[config.mk]
export PLATFORM = sky130hd
export DESIGN_NAME = ring_queue_with_kth_removal
export DESIGN_NICKNAME = d
export VERILOG_FILES = /design/src/sv/rqk_pkg.sv /design/src/sv/rqk_ram.sv /design/src/sv/rqk_dp.sv /design/src/sv/rqk_ctrl.sv /design/src/sv/ring_queue_with_kth_removal.sv
export SDC_FILE = /design/constraint.sdc
export NUM_CORES = 1
export LEC_CHECK = 0
export ABC_CLOCK_PERIOD_IN_PS = 6400
export BUFFER_PORTS_ARGS = -buffer_cell sky130_fd_sc_hd__clkbuf_2
export CAP_MARGIN = 10
export CORE_ASPECT_RATIO = 0.7
export CORE_MARGIN = 2
export CORE_UTILIZATION = 55
export CTS_CLUSTER_DIAMETER = 30
export DETAILED_ROUTE_END_ITERATION = 10
export MAX_ROUTING_LAYER = met4
export PLACE_DENSITY = 0.8
export RECOVER_POWER = 50
export SLEW_MARGIN = 15
export SYNTH_ARGS = -nofsm -noshare
export SYNTH_HDL_FRONTEND = slang
export SYNTH_SLANG_ARGS = --single-unit
[constraint.sdc]
create_clock -name clk -period 6.4 [get_ports clk]
set_input_delay 1.28 -clock clk [delete_from_list [all_inputs] [get_ports clk]]
set_output_delay 1.28 -clock clk [all_outputs]
set_load 0.02 [all_outputs]
[src/sv/rqk_pkg.sv]
// ----------------------------------------------------------------------------
// rqk_pkg
// Shared widths, operation and status codes, and the command and status
// bundles between the controller and the datapath of the ring queue.
// ----------------------------------------------------------------------------
package rqk_pkg;

  localparam int KIND_W = 2;
  localparam int VAL_W  = 32;
  localparam int POS_W  = 5;
  localparam int ST_W   = 2;
  localparam int OCC_W  = 5;

  localparam logic [KIND_W-1:0] KIND_ENQ = 2'd0;
  localparam logic [KIND_W-1:0] KIND_DEQ = 2'd1;
  localparam logic [KIND_W-1:0] KIND_REM = 2'd2;

  localparam logic [ST_W-1:0] ST_OK    = 2'd0;
  localparam logic [ST_W-1:0] ST_FULL  = 2'd1;
  localparam logic [ST_W-1:0] ST_EMPTY = 2'd2;

  // Controller to datapath.
  typedef struct packed {
    logic            enq;        // write the input word at the tail
    logic            rd;         // read the head entry and advance the head
    logic            push;       // write the word read last cycle at the tail
    logic            pop;        // the read this cycle removes an item
    logic            out_load;   // load the result registers
    logic [ST_W-1:0] out_status;
    logic            take_word;  // result carries the word read last cycle
  } cmd_t;

  // Datapath to controller.
  typedef struct packed {
    logic empty;
    logic full;
  } stat_t;

endpackage

[src/sv/rqk_ram.sv]
// ----------------------------------------------------------------------------
// rqk_ram
// Simple dual-port RAM: one write port, one read port with registered data.
// A read at the address written in the same cycle returns the old contents.
// ----------------------------------------------------------------------------
module rqk_ram #(
  parameter int WIDTH = 32,
  parameter int DEPTH = 16
) (
  input  logic                     clk,
  input  logic                     wr_en,
  input  logic [$clog2(DEPTH)-1:0] wr_addr,
  input  logic [WIDTH-1:0]         wr_data,
  input  logic                     rd_en,
  input  logic [$clog2(DEPTH)-1:0] rd_addr,
  output logic [WIDTH-1:0]         rd_data
);

  logic [WIDTH-1:0] mem [DEPTH];

  always_ff @(posedge clk) begin
    if (wr_en) begin
      mem[wr_addr] <= wr_data;
    end
    if (rd_en) begin
      rd_data <= mem[rd_addr];
    end
  end

endmodule

[src/sv/rqk_dp.sv]
// ----------------------------------------------------------------------------
// rqk_dp
// Queue datapath: store, head and tail pointers, item count, write-to-read
// forwarding and the result registers.
// ----------------------------------------------------------------------------
module rqk_dp #(
  parameter int DEPTH      = 16,
  parameter int DATA_WIDTH = 32
) (
  input  logic                            clk,
  input  logic                            rst_n,
  input  rqk_pkg::cmd_t                   cmd,
  input  logic signed [rqk_pkg::VAL_W-1:0] in_value,
  output rqk_pkg::stat_t                  stat,
  output logic                            out_valid,
  output logic [rqk_pkg::ST_W-1:0]        out_status,
  output logic signed [rqk_pkg::VAL_W-1:0] out_removed,
  output logic [rqk_pkg::OCC_W-1:0]       out_occupancy
);

  localparam int AW = $clog2(DEPTH);
  localparam int CW = $clog2(DEPTH + 1);

  logic [AW-1:0]         head_r, head_nxt;
  logic [AW-1:0]         tail_r, tail_nxt;
  logic [CW-1:0]         count_r, count_nxt;
  logic                  fwd_r, fwd_nxt;
  logic [DATA_WIDTH-1:0] fwd_data_r;
  logic [DATA_WIDTH-1:0] rd_data;
  logic [DATA_WIDTH-1:0] word;
  logic [DATA_WIDTH-1:0] wr_data;
  logic                  wr_en;

  logic                            out_valid_r;
  logic [rqk_pkg::ST_W-1:0]        status_r;
  logic signed [rqk_pkg::VAL_W-1:0] removed_r;
  logic [rqk_pkg::OCC_W-1:0]       occ_r;

  // With a single item held, a rotation reads the entry that the previous
  // rotation step is writing in the same cycle, so that word is forwarded.
  assign word    = fwd_r ? fwd_data_r : rd_data;
  assign wr_en   = cmd.enq | cmd.push;
  assign wr_data = cmd.enq ? DATA_WIDTH'($unsigned(in_value)) : word;
  assign fwd_nxt = wr_en && cmd.rd && (tail_r == head_r);

  rqk_ram #(
    .WIDTH (DATA_WIDTH),
    .DEPTH (DEPTH)
  ) u_store (
    .clk     (clk),
    .wr_en   (wr_en),
    .wr_addr (tail_r),
    .wr_data (wr_data),
    .rd_en   (cmd.rd),
    .rd_addr (head_r),
    .rd_data (rd_data)
  );

  always_comb begin
    head_nxt  = head_r;
    tail_nxt  = tail_r;
    count_nxt = count_r;
    if (cmd.rd) begin
      head_nxt = (head_r == AW'(DEPTH - 1)) ? '0 : head_r + 1'b1;
    end
    if (wr_en) begin
      tail_nxt = (tail_r == AW'(DEPTH - 1)) ? '0 : tail_r + 1'b1;
    end
    if (cmd.enq) begin
      count_nxt = count_r + 1'b1;
    end else if (cmd.pop) begin
      count_nxt = count_r - 1'b1;
    end
  end

  always_ff @(posedge clk) begin
    if (!rst_n) begin
      head_r      <= '0;
      tail_r      <= '0;
      count_r     <= '0;
      fwd_r       <= 1'b0;
      out_valid_r <= 1'b0;
    end else begin
      head_r      <= head_nxt;
      tail_r      <= tail_nxt;
      count_r     <= count_nxt;
      fwd_r       <= fwd_nxt;
      out_valid_r <= cmd.out_load;
    end
  end

  always_ff @(posedge clk) begin
    fwd_data_r <= wr_data;
    if (cmd.out_load) begin
      status_r  <= cmd.out_status;
      removed_r <= cmd.take_word ? rqk_pkg::VAL_W'($signed(word)) : '0;
      occ_r     <= rqk_pkg::OCC_W'(count_nxt);
    end
  end

  assign stat.empty    = (count_r == '0);
  assign stat.full     = (count_r == CW'(DEPTH));
  assign out_valid     = out_valid_r;
  assign out_status    = status_r;
  assign out_removed   = removed_r;
  assign out_occupancy = occ_r;

endmodule

[src/sv/rqk_ctrl.sv]
// ----------------------------------------------------------------------------
// rqk_ctrl
// Queue controller: decodes each operation, steps the rotations of a
// remove-kth one per cycle and issues commands to the datapath.
// ----------------------------------------------------------------------------
module rqk_ctrl (
  input  logic                        clk,
  input  logic                        rst_n,
  input  logic                        start,
  input  logic [rqk_pkg::KIND_W-1:0]  in_kind,
  input  logic [rqk_pkg::POS_W-1:0]   in_position,
  input  rqk_pkg::stat_t              stat,
  output rqk_pkg::cmd_t               cmd,
  output logic                        busy
);

  localparam logic [1:0] S_IDLE = 2'd0;
  localparam logic [1:0] S_RUN  = 2'd1;
  localparam logic [1:0] S_DONE = 2'd2;

  logic [1:0]                state_r, state_nxt;
  logic [rqk_pkg::POS_W-1:0] rot_r, rot_nxt;
  logic                      pend_r, pend_nxt;

  assign busy = (state_r != S_IDLE);

  always_comb begin
    state_nxt = state_r;
    rot_nxt   = rot_r;
    pend_nxt  = 1'b0;
    cmd       = '0;
    unique case (state_r)
      S_IDLE: begin
        if (start) begin
          unique case (in_kind)
            rqk_pkg::KIND_ENQ: begin
              cmd.enq        = !stat.full;
              cmd.out_load   = 1'b1;
              cmd.out_status = stat.full ? rqk_pkg::ST_FULL : rqk_pkg::ST_OK;
            end
            rqk_pkg::KIND_DEQ, rqk_pkg::KIND_REM: begin
              if (stat.empty) begin
                cmd.out_load   = 1'b1;
                cmd.out_status = rqk_pkg::ST_EMPTY;
              end else begin
                // Position zero and one both mean no rotation.
                rot_nxt   = (in_kind == rqk_pkg::KIND_REM && in_position > 1)
                          ? in_position - 1'b1 : '0;
                state_nxt = S_RUN;
              end
            end
            default: begin
              cmd.out_load   = 1'b1;
              cmd.out_status = rqk_pkg::ST_OK;
            end
          endcase
        end
      end
      S_RUN: begin
        cmd.rd   = 1'b1;
        cmd.push = pend_r;
        if (rot_r != '0) begin
          rot_nxt  = rot_r - 1'b1;
          pend_nxt = 1'b1;
        end else begin
          cmd.pop   = 1'b1;
          state_nxt = S_DONE;
        end
      end
      S_DONE: begin
        cmd.out_load   = 1'b1;
        cmd.out_status = rqk_pkg::ST_OK;
        cmd.take_word  = 1'b1;
        state_nxt      = S_IDLE;
      end
      default: begin
        state_nxt = S_IDLE;
      end
    endcase
  end

  always_ff @(posedge clk) begin
    if (!rst_n) begin
      state_r <= S_IDLE;
      rot_r   <= '0;
      pend_r  <= 1'b0;
    end else begin
      state_r <= state_nxt;
      rot_r   <= rot_nxt;
      pend_r  <= pend_nxt;
    end
  end

endmodule

[src/sv/ring_queue_with_kth_removal.sv]
// ----------------------------------------------------------------------------
// ring_queue_with_kth_removal
// Ring-buffer queue of signed words with enqueue, dequeue and remove-kth.
// ----------------------------------------------------------------------------
// An operation is taken when start is high and busy is low, and its single
// result appears on the out_ ports for exactly one cycle with out_valid high;
// the receiver must take it then, as the block cannot be held off. Enqueue,
// an operation on an empty queue and the unused kind leave busy low and show
// their result in the cycle after the transfer. Dequeue and remove-kth with
// k taken as at least one hold busy through the rotation and done states and
// show the result as busy falls, so no new operation is taken before then:
// each of the k-1 rotations and the final removal use the store's single read
// port once. No clearing pass runs after reset.
// ----------------------------------------------------------------------------
module ring_queue_with_kth_removal #(
  parameter int DEPTH      = 16,
  parameter int DATA_WIDTH = 32
) (
  input  logic                              clk,
  input  logic                              rst_n,
  input  logic                              start,
  output logic                              busy,
  input  logic [rqk_pkg::KIND_W-1:0]        in_kind,
  input  logic signed [rqk_pkg::VAL_W-1:0]  in_value,
  input  logic [rqk_pkg::POS_W-1:0]         in_position,
  output logic                              out_valid,
  output logic [rqk_pkg::ST_W-1:0]          out_status,
  output logic signed [rqk_pkg::VAL_W-1:0]  out_removed,
  output logic [rqk_pkg::OCC_W-1:0]         out_occupancy
);

  rqk_pkg::cmd_t  cmd;
  rqk_pkg::stat_t stat;

  rqk_ctrl u_ctrl (
    .clk         (clk),
    .rst_n       (rst_n),
    .start       (start),
    .in_kind     (in_kind),
    .in_position (in_position),
    .stat        (stat),
    .cmd         (cmd),
    .busy        (busy)
  );

  rqk_dp #(
    .DEPTH      (DEPTH),
    .DATA_WIDTH (DATA_WIDTH)
  ) u_dp (
    .clk           (clk),
    .rst_n         (rst_n),
    .cmd           (cmd),
    .in_value      (in_value),
    .stat          (stat),
    .out_valid     (out_valid),
    .out_status    (out_status),
    .out_removed   (out_removed),
    .out_occupancy (out_occupancy)
  );

endmodule
==> results of run 1 <==
## logic make-up (layout without fill, tap and decap cells)
group                      count (synthesis)  count (layout)
DFF                                      638             638
and+or+nand+nor                          184             184
adders and majority gates                 14              14
AOI/OAI and AO/OA                        135             135
xor gates and xnor gates                  11              11
muxes                                    198             198
buffers and inverters                     86             285
## final cells by class
type	count	area share, %
flip-flops and latches	638	64.9
multi-input cells	542	19.6
clock buffers	96	7.78
clock inverters	62	2.83
well taps	594	2.59
repair buffers	113	2.08
inverters	14	0.183
## worst max-delay path, delay by kind of cell
family | cells | cell delay (ns)
and+or+nand+nor | 3 | 2.31
AOI/OAI and AO/OA | 1 | 0.94
buffers and inverters | 3 | 0.67
adders and majority gates | 1 | 0.17
## flip-flops by register name (all words and copies together), names as in the netlist, 5 cells and up
register	cells
u_ctrl.rot_r	5
u_dp.fwd_data_r	32
u_dp.count_r	5
u_dp.out_occupancy	5
u_dp.u_store.rd_data	32
u_dp.u_store.mem	512
u_dp.out_removed	32
## cells in the mapped netlist (all sizes together), types with 14 or more instances
library cell / n
a211oi: 33
a21oi: 73
buf: 40
clkbuf: 32
dfxtp: 55
edfxtp: 583
ha: 14
inv: 14
mux2i: 70
mux4: 128
nand2: 21
nor2: 88
nor2b: 33
## final timing paths
kind	from	endpoint	slack [ns]	cells after the start
setup / recovery	in_kind[0]	u_dp.u_store.mem[8][22]$_DFFE_PP_	1.28	8
hold / removal	u_ctrl.rot_r[4]$_SDFFE_PN0P_	u_ctrl.rot_r[4]$_SDFFE_PN0P_	0.50	2
setup reg to reg	u_dp.count_r[0]$_SDFF_PN0_	u_dp.u_store.mem[8][22]$_DFFE_PP_	1.70	7
hold reg to reg	u_ctrl.rot_r[4]$_SDFFE_PN0P_	u_ctrl.rot_r[4]$_SDFFE_PN0P_	0.50	2
## routing by layer
| layer | wire [um] | share of wire (%) | GRT usage (%) |
|---|---|---|---|
| met1 | 22800 | 41 | 34.2 |
| met4 | 1550 | 2.8 | 8.49 |
| met2 | 26900 | 48 | 38.6 |
| met3 | 4510 | 8.1 | 5.37 |
| met5 | 0 | 0 | - |
## where the power goes
part	internal [mW]	switching (mW)
combinational	0.118	0.236
clock	3.13	1.90
sequential	4.62	0.0278
total	7.88	2.16
## metrics by stage
| step | util (%) | instance area [um2] |
|---|---|---|
| 5_1_grt | 65.4 | 28700 |
| 3_5_place_dp | 58.8 | 25800 |
| 6_report | 65.4 | 28700 |
| 3_3_place_gp | 58.8 | 25800 |
| 4_1_cts | 65.7 | 28900 |
| 2_1_floorplan | - | 24600 |
==> metrics.md, run 1 <==
| Metric | Value |
|---|---|
| Outcome | complete, but fails checks |
| Failing checks | capacitance limit, slew limit |
| Die W | 257 um |
| Number of synthesized flops with an enable pin | 583 |
| Largest net degree at the start of global routing | 98 |
| Crit path max fanout | 18 |
| Final hold slack | 0.501 ns |
| Commonest non-fill, non-tap cell in the layout | edfxtp_1 |
| Most frequent cells in the layout | 583 x edfxtp_1, 128 x mux4_2, 87 x clkbuf_16 |
| Combinational family with the most area after synthesis | multiplexers |
| Setup TNS | 0 ns |
| Worst skew pair latency | 0.62 ns |
| Synth area leaders | edfxtp_1 71%, mux4_2 12%, dfxtp_1 4.5% |
| Period Utilization, post-route | 79.9% |
| Initial antenna violation count | 0 |
| Sequential Area | 18,600 um2 |
| Synth-to-layout area growth | 16.7% |
| Drc violations | 0 |
| Critical path capture point type | flip-flop |
| 1st-iter DRT viols | 1,667 |
| Multi-input gate area | 5640 um2 |
| Total power | 10.0 mW |
| Max-cap viol count | 18 |
| Die height | 181 um |
| Synth cell types | 55 |
| Final Hold Violating Endpoints | 0 |
| Type of the tightest min-delay check | flip-flop to flip-flop |
| Share of layout cells above drive strength 1 | 24.4% |
| Power Density | 350 nW/um2 |
| Clk_skew | 0.0225 ns |
| Vias in the first global route | 13.1k |
| Global-route wire length before repair | 83,100 um |
| Drt via density | 6.20 |
| CTS root buffer | clkbuf_16 |
| Critical Path RT | 6.68 ns |
| Slew headroom | -67.4% |
| Crit path time final | 5.12 ns |
| Async set-reset flop share out of synthesis | 0% |
| HPWL after detailed placement | 28,400 um |
| CTS tree | done |
| Initial Utilization | 56.0% |
| Nets | 1,450 |
| Main flop type after synthesis | edfxtp_1 |
| CP startpoint kind | primary input |
| Slowest cell delay on critical path | 1.56 ns |
| Fmax achieved | 195 MHz |
| Via Count | 12.8k |
| Setup violators final | 0 |
| Setup bufs post-CTS | 0 |
| Synth Area per Inst | 19.4 um2 |
| Worst-margin pin slew | 2.51 ns |
| Die area | 46,400 um2 |
| Leakage Power | 9.13 nW |
| WL final | 55,800 um |
| # IOs | 83 |
| Synth Area in Simple Gates | 3.63% |
| Final cell count without fillers | 2,059 |
| Placed cells | 1,900 |
| Mux cell area share after synthesis | 14.6% |
| Data arrival time of the worst path | 5.40 ns |
| Worst vdd ir | 0.000228 V |
| Slew Viols, Final | 379 |
| H-tree Lvls | 3 |
| FP Rows | 64 |
| Cts hold-fix bufs | 0 |
| Avg WL per Cell | 27.1 um |
| Yosys reg bits | 638 |
| Worst-path clk slew | 0.05 ns |
| Type of the worst setup path | primary input to flip-flop |
| Synthesized area | 24,600 um2 |
| Ys Warns | 0 |
| Cts repair resizes | 0 |
| Number of port buffers | 82 |
| Total CTS buffers | 85 |
| Core ar. | 43,900 um2 |
| Compound-Gate Fraction of Synth Area | 3.52% |
| Post-route setup slack | 1.28 ns |
| Max clock buf depth | 3 |
| Adder-cell share of the synthesized area | 0.713% |
| Detail Route Antenna Nets | 0 |
| RSZ-0062 raised after global routing | false |
| Fill count | 2,866 |
| Mapped Cells | 1,266 |
| Placer Congestion | 0.747 |
| Syn Nets | 1,322 |
| Register area share after synthesis | 75.7% |
| DR pass1 iterations | 7 |
| Synth area leader | edfxtp_1 |
| Worst slack, placed | 1.83 ns |
| Synth top area share | 71.2% |
| Synth Area in XOR/XNOR | 0.392% |
| CP max-delay cell | nor2_1 |
| Diodes inserted | 0 |
| Worst-path cell chain | clkbuf_1 -> inv_1 -> ha_1 -> nand4bb_1 -> o21ai_0 -> nand2_1 -> nor2_1 -> buf_4 |
| Gr usage total | 25.2% |
| Grt total ovfl | 0 |
| Clock sink count | 638 |
No activity file was read; power rests on OpenSTA's default activity.
==> inputs of run 2 (changes only) <==
Settings changed: ABC_CLOCK_PERIOD_IN_PS 6400 to 5200.
Clock period 6.4 ns to 5.2 ns, I/O delays scaled along.
==> run 2 against run 1 <==
  * Highest routed layer unchanged
  * Sequential share of layout area is 0.099 points higher
  * Combinational power grew 25%
  * The flow still finishes with violations (capacitance limit, slew limit)
  * Total power increased by 20%
  * Global-route usage is 0.93 points higher
==> metrics.md, run 2 (synthesis gave the netlist of run 1 again) <==
| Metric | Value |
|---|---|
| Critical Path RT | 5.40 ns |
| Setup TNS | 0 ns |
| Drc violations | 0 |
| Worst skew pair latency | 0.62 ns |
| Crit path time final | 4.11 ns |
| Grt total ovfl | 0 |
| Core ar. | 43,900 um2 |
| Via Count | 13.0k |
| CTS root buffer | clkbuf_16 |
| Clk_skew | 0.0321 ns |
| Setup violators final | 0 |
| Critical Path Start | in_kind[0] |
| Die height | 181 um |
| Cts repair resizes | 0 |
| Vias in the first global route | 13.1k |
| Worst-path clk slew | 0.05 ns |
| Flop2flop setup slack | 1.24 ns |
| Critical path capture point type | flip-flop |
| CTS tree | done |
| DR pass1 iterations | 6 |
| Initial Utilization | 56.0% |
| Cts hold-fix bufs | 0 |
| Post-route setup slack | 1.09 ns |
| Fmax achieved | 243 MHz |
| Max clock buf depth | 3 |
| Placer Congestion | 0.808 |
| Type of the worst setup path | primary input to flip-flop |
| Hold wc startpoint | u_ctrl.rot_r[4]$_SDFFE_PN0P_ |
| Period Utilization, post-route | 79.1% |
| Drt via density | 6.27 |
| Max-cap viol count | 2 |
| Setup bufs post-CTS | 0 |
| Gr usage total | 26.1% |
| Most frequent cells in the layout | 583 x edfxtp_1, 128 x mux4_2, 86 x clkbuf_16 |
| Worst slack, placed | 0.834 ns |
| Worst r2r path cells | 4 |
| Final core occ | 65.3% |
| Synth-to-layout area growth | 16.6% |
| Leakage Power | 9.12 nW |
| RSZ-0062 raised after global routing | false |
| Worst-margin pin slew | 2.98 ns |
| H-tree Lvls | 3 |
| Critical Path End | u_dp.u_store.mem[12][15]$_DFFE_PP_ |
| 1st-iter DRT viols | 1,745 |
| Avg WL per Cell | 28.0 um |
| Initial antenna violation count | 2 |
| Number of port buffers | 82 |
| Largest register FFs | 512 |
| Type of the tightest min-delay check | flip-flop to flip-flop |
| R2r endpoint | u_dp.u_store.rd_data[29]$_DFFE_PN_ |
| # IOs | 83 |
| Failing checks | capacitance limit, slew limit |
| Die area | 46,400 um2 |
| Die W | 257 um |
| Global-route wire length before repair | 85,400 um |
| Slew headroom | -98.7% |
| Outcome | complete, but fails checks |
| Commonest non-fill, non-tap cell in the layout | edfxtp_1 |
| Slew Viols, Final | 80 |
| WL final | 57,900 um |
| Detail Route Antenna Nets | 0 |
| CP startpoint kind | primary input |
| Clock sink count | 638 |
| FF-to-FF Start | u_dp.head_r[1]$_SDFFE_PN0N_ |
| Crit path max fanout | 32 |
| Largest net degree at the start of global routing | 73 |
| Data arrival time of the worst path | 4.31 ns |
| Share of layout cells above drive strength 1 | 24.6% |
| Nets | 1,458 |
| Final Hold Violating Endpoints | 0 |
| Largest Register | u_dp.u_store.mem |
| Worst vdd ir | 0.000248 V |
| FP Rows | 64 |
| Total CTS buffers | 84 |
| Power Density | 420 nW/um2 |
| HPWL after detailed placement | 29,500 um |
run 2: per-layer routing:
metal  track usage, %  vias up  part of all wire (%)
li1                 -     5393                     -
met1             35.9     6658                    40
met2             39.1      819                    47
met3             7.08      110                    11
met4             7.00        0                   2.3
met5                -        -                     0
run 2: how the worst min path moves through the flow:
stage               cells past startpoint  slack, ns                      endpoint
floorplan                               2       0.46  u_ctrl.rot_r[4]$_SDFFE_PN0P_
global placement                        2       0.47  u_ctrl.rot_r[4]$_SDFFE_PN0P_
detailed placement                      2       0.49  u_ctrl.rot_r[4]$_SDFFE_PN0P_
CTS                                     2       0.51  u_ctrl.rot_r[4]$_SDFFE_PN0P_
global route                            2       0.54  u_ctrl.rot_r[4]$_SDFFE_PN0P_
finish                                  2       0.52  u_ctrl.rot_r[4]$_SDFFE_PN0P_
run 2: final cells by class:
type	instances	area, um2
timing repair buffer	122	658
clock buffer	104	2230
inverter	14	52.6
clock inverter	54	647
fill	2838	15200
tap	594	743
antenna	2	5.00
sequential	638	18600
multi-input combinational	542	5690
run 2: through the flow:
step                hold WS (ns)  instances  power [mW]  cell area [um2]
floorplan                  0.462       1266        6.12            24600
CTS                        0.508       2066        12.1            28800
finish                     0.518       2070        12.0            28700
global route               0.541       2070        12.3            28700
global placement           0.475       1908        6.25            25900
detailed placement         0.494       1908        6.27            25900
run 2: power breakdown:
group	internal [mW]	leakage, nW	switching (mW)
Sequential	5.69	5.73	0.0351
Combinational	0.147	2.01	0.297
Clock	3.61	1.38	2.25
Total	9.44	9.12	2.59
run 2: worst max-delay path: stages:
cell       delay [ns]
clkbuf_1         0.09
inv_1            0.07
ha_1             0.17
nand4bb_1        0.28
o21ai_0          0.96
nand2_1          0.46
nor2_4           0.18
clkbuf_2         1.03
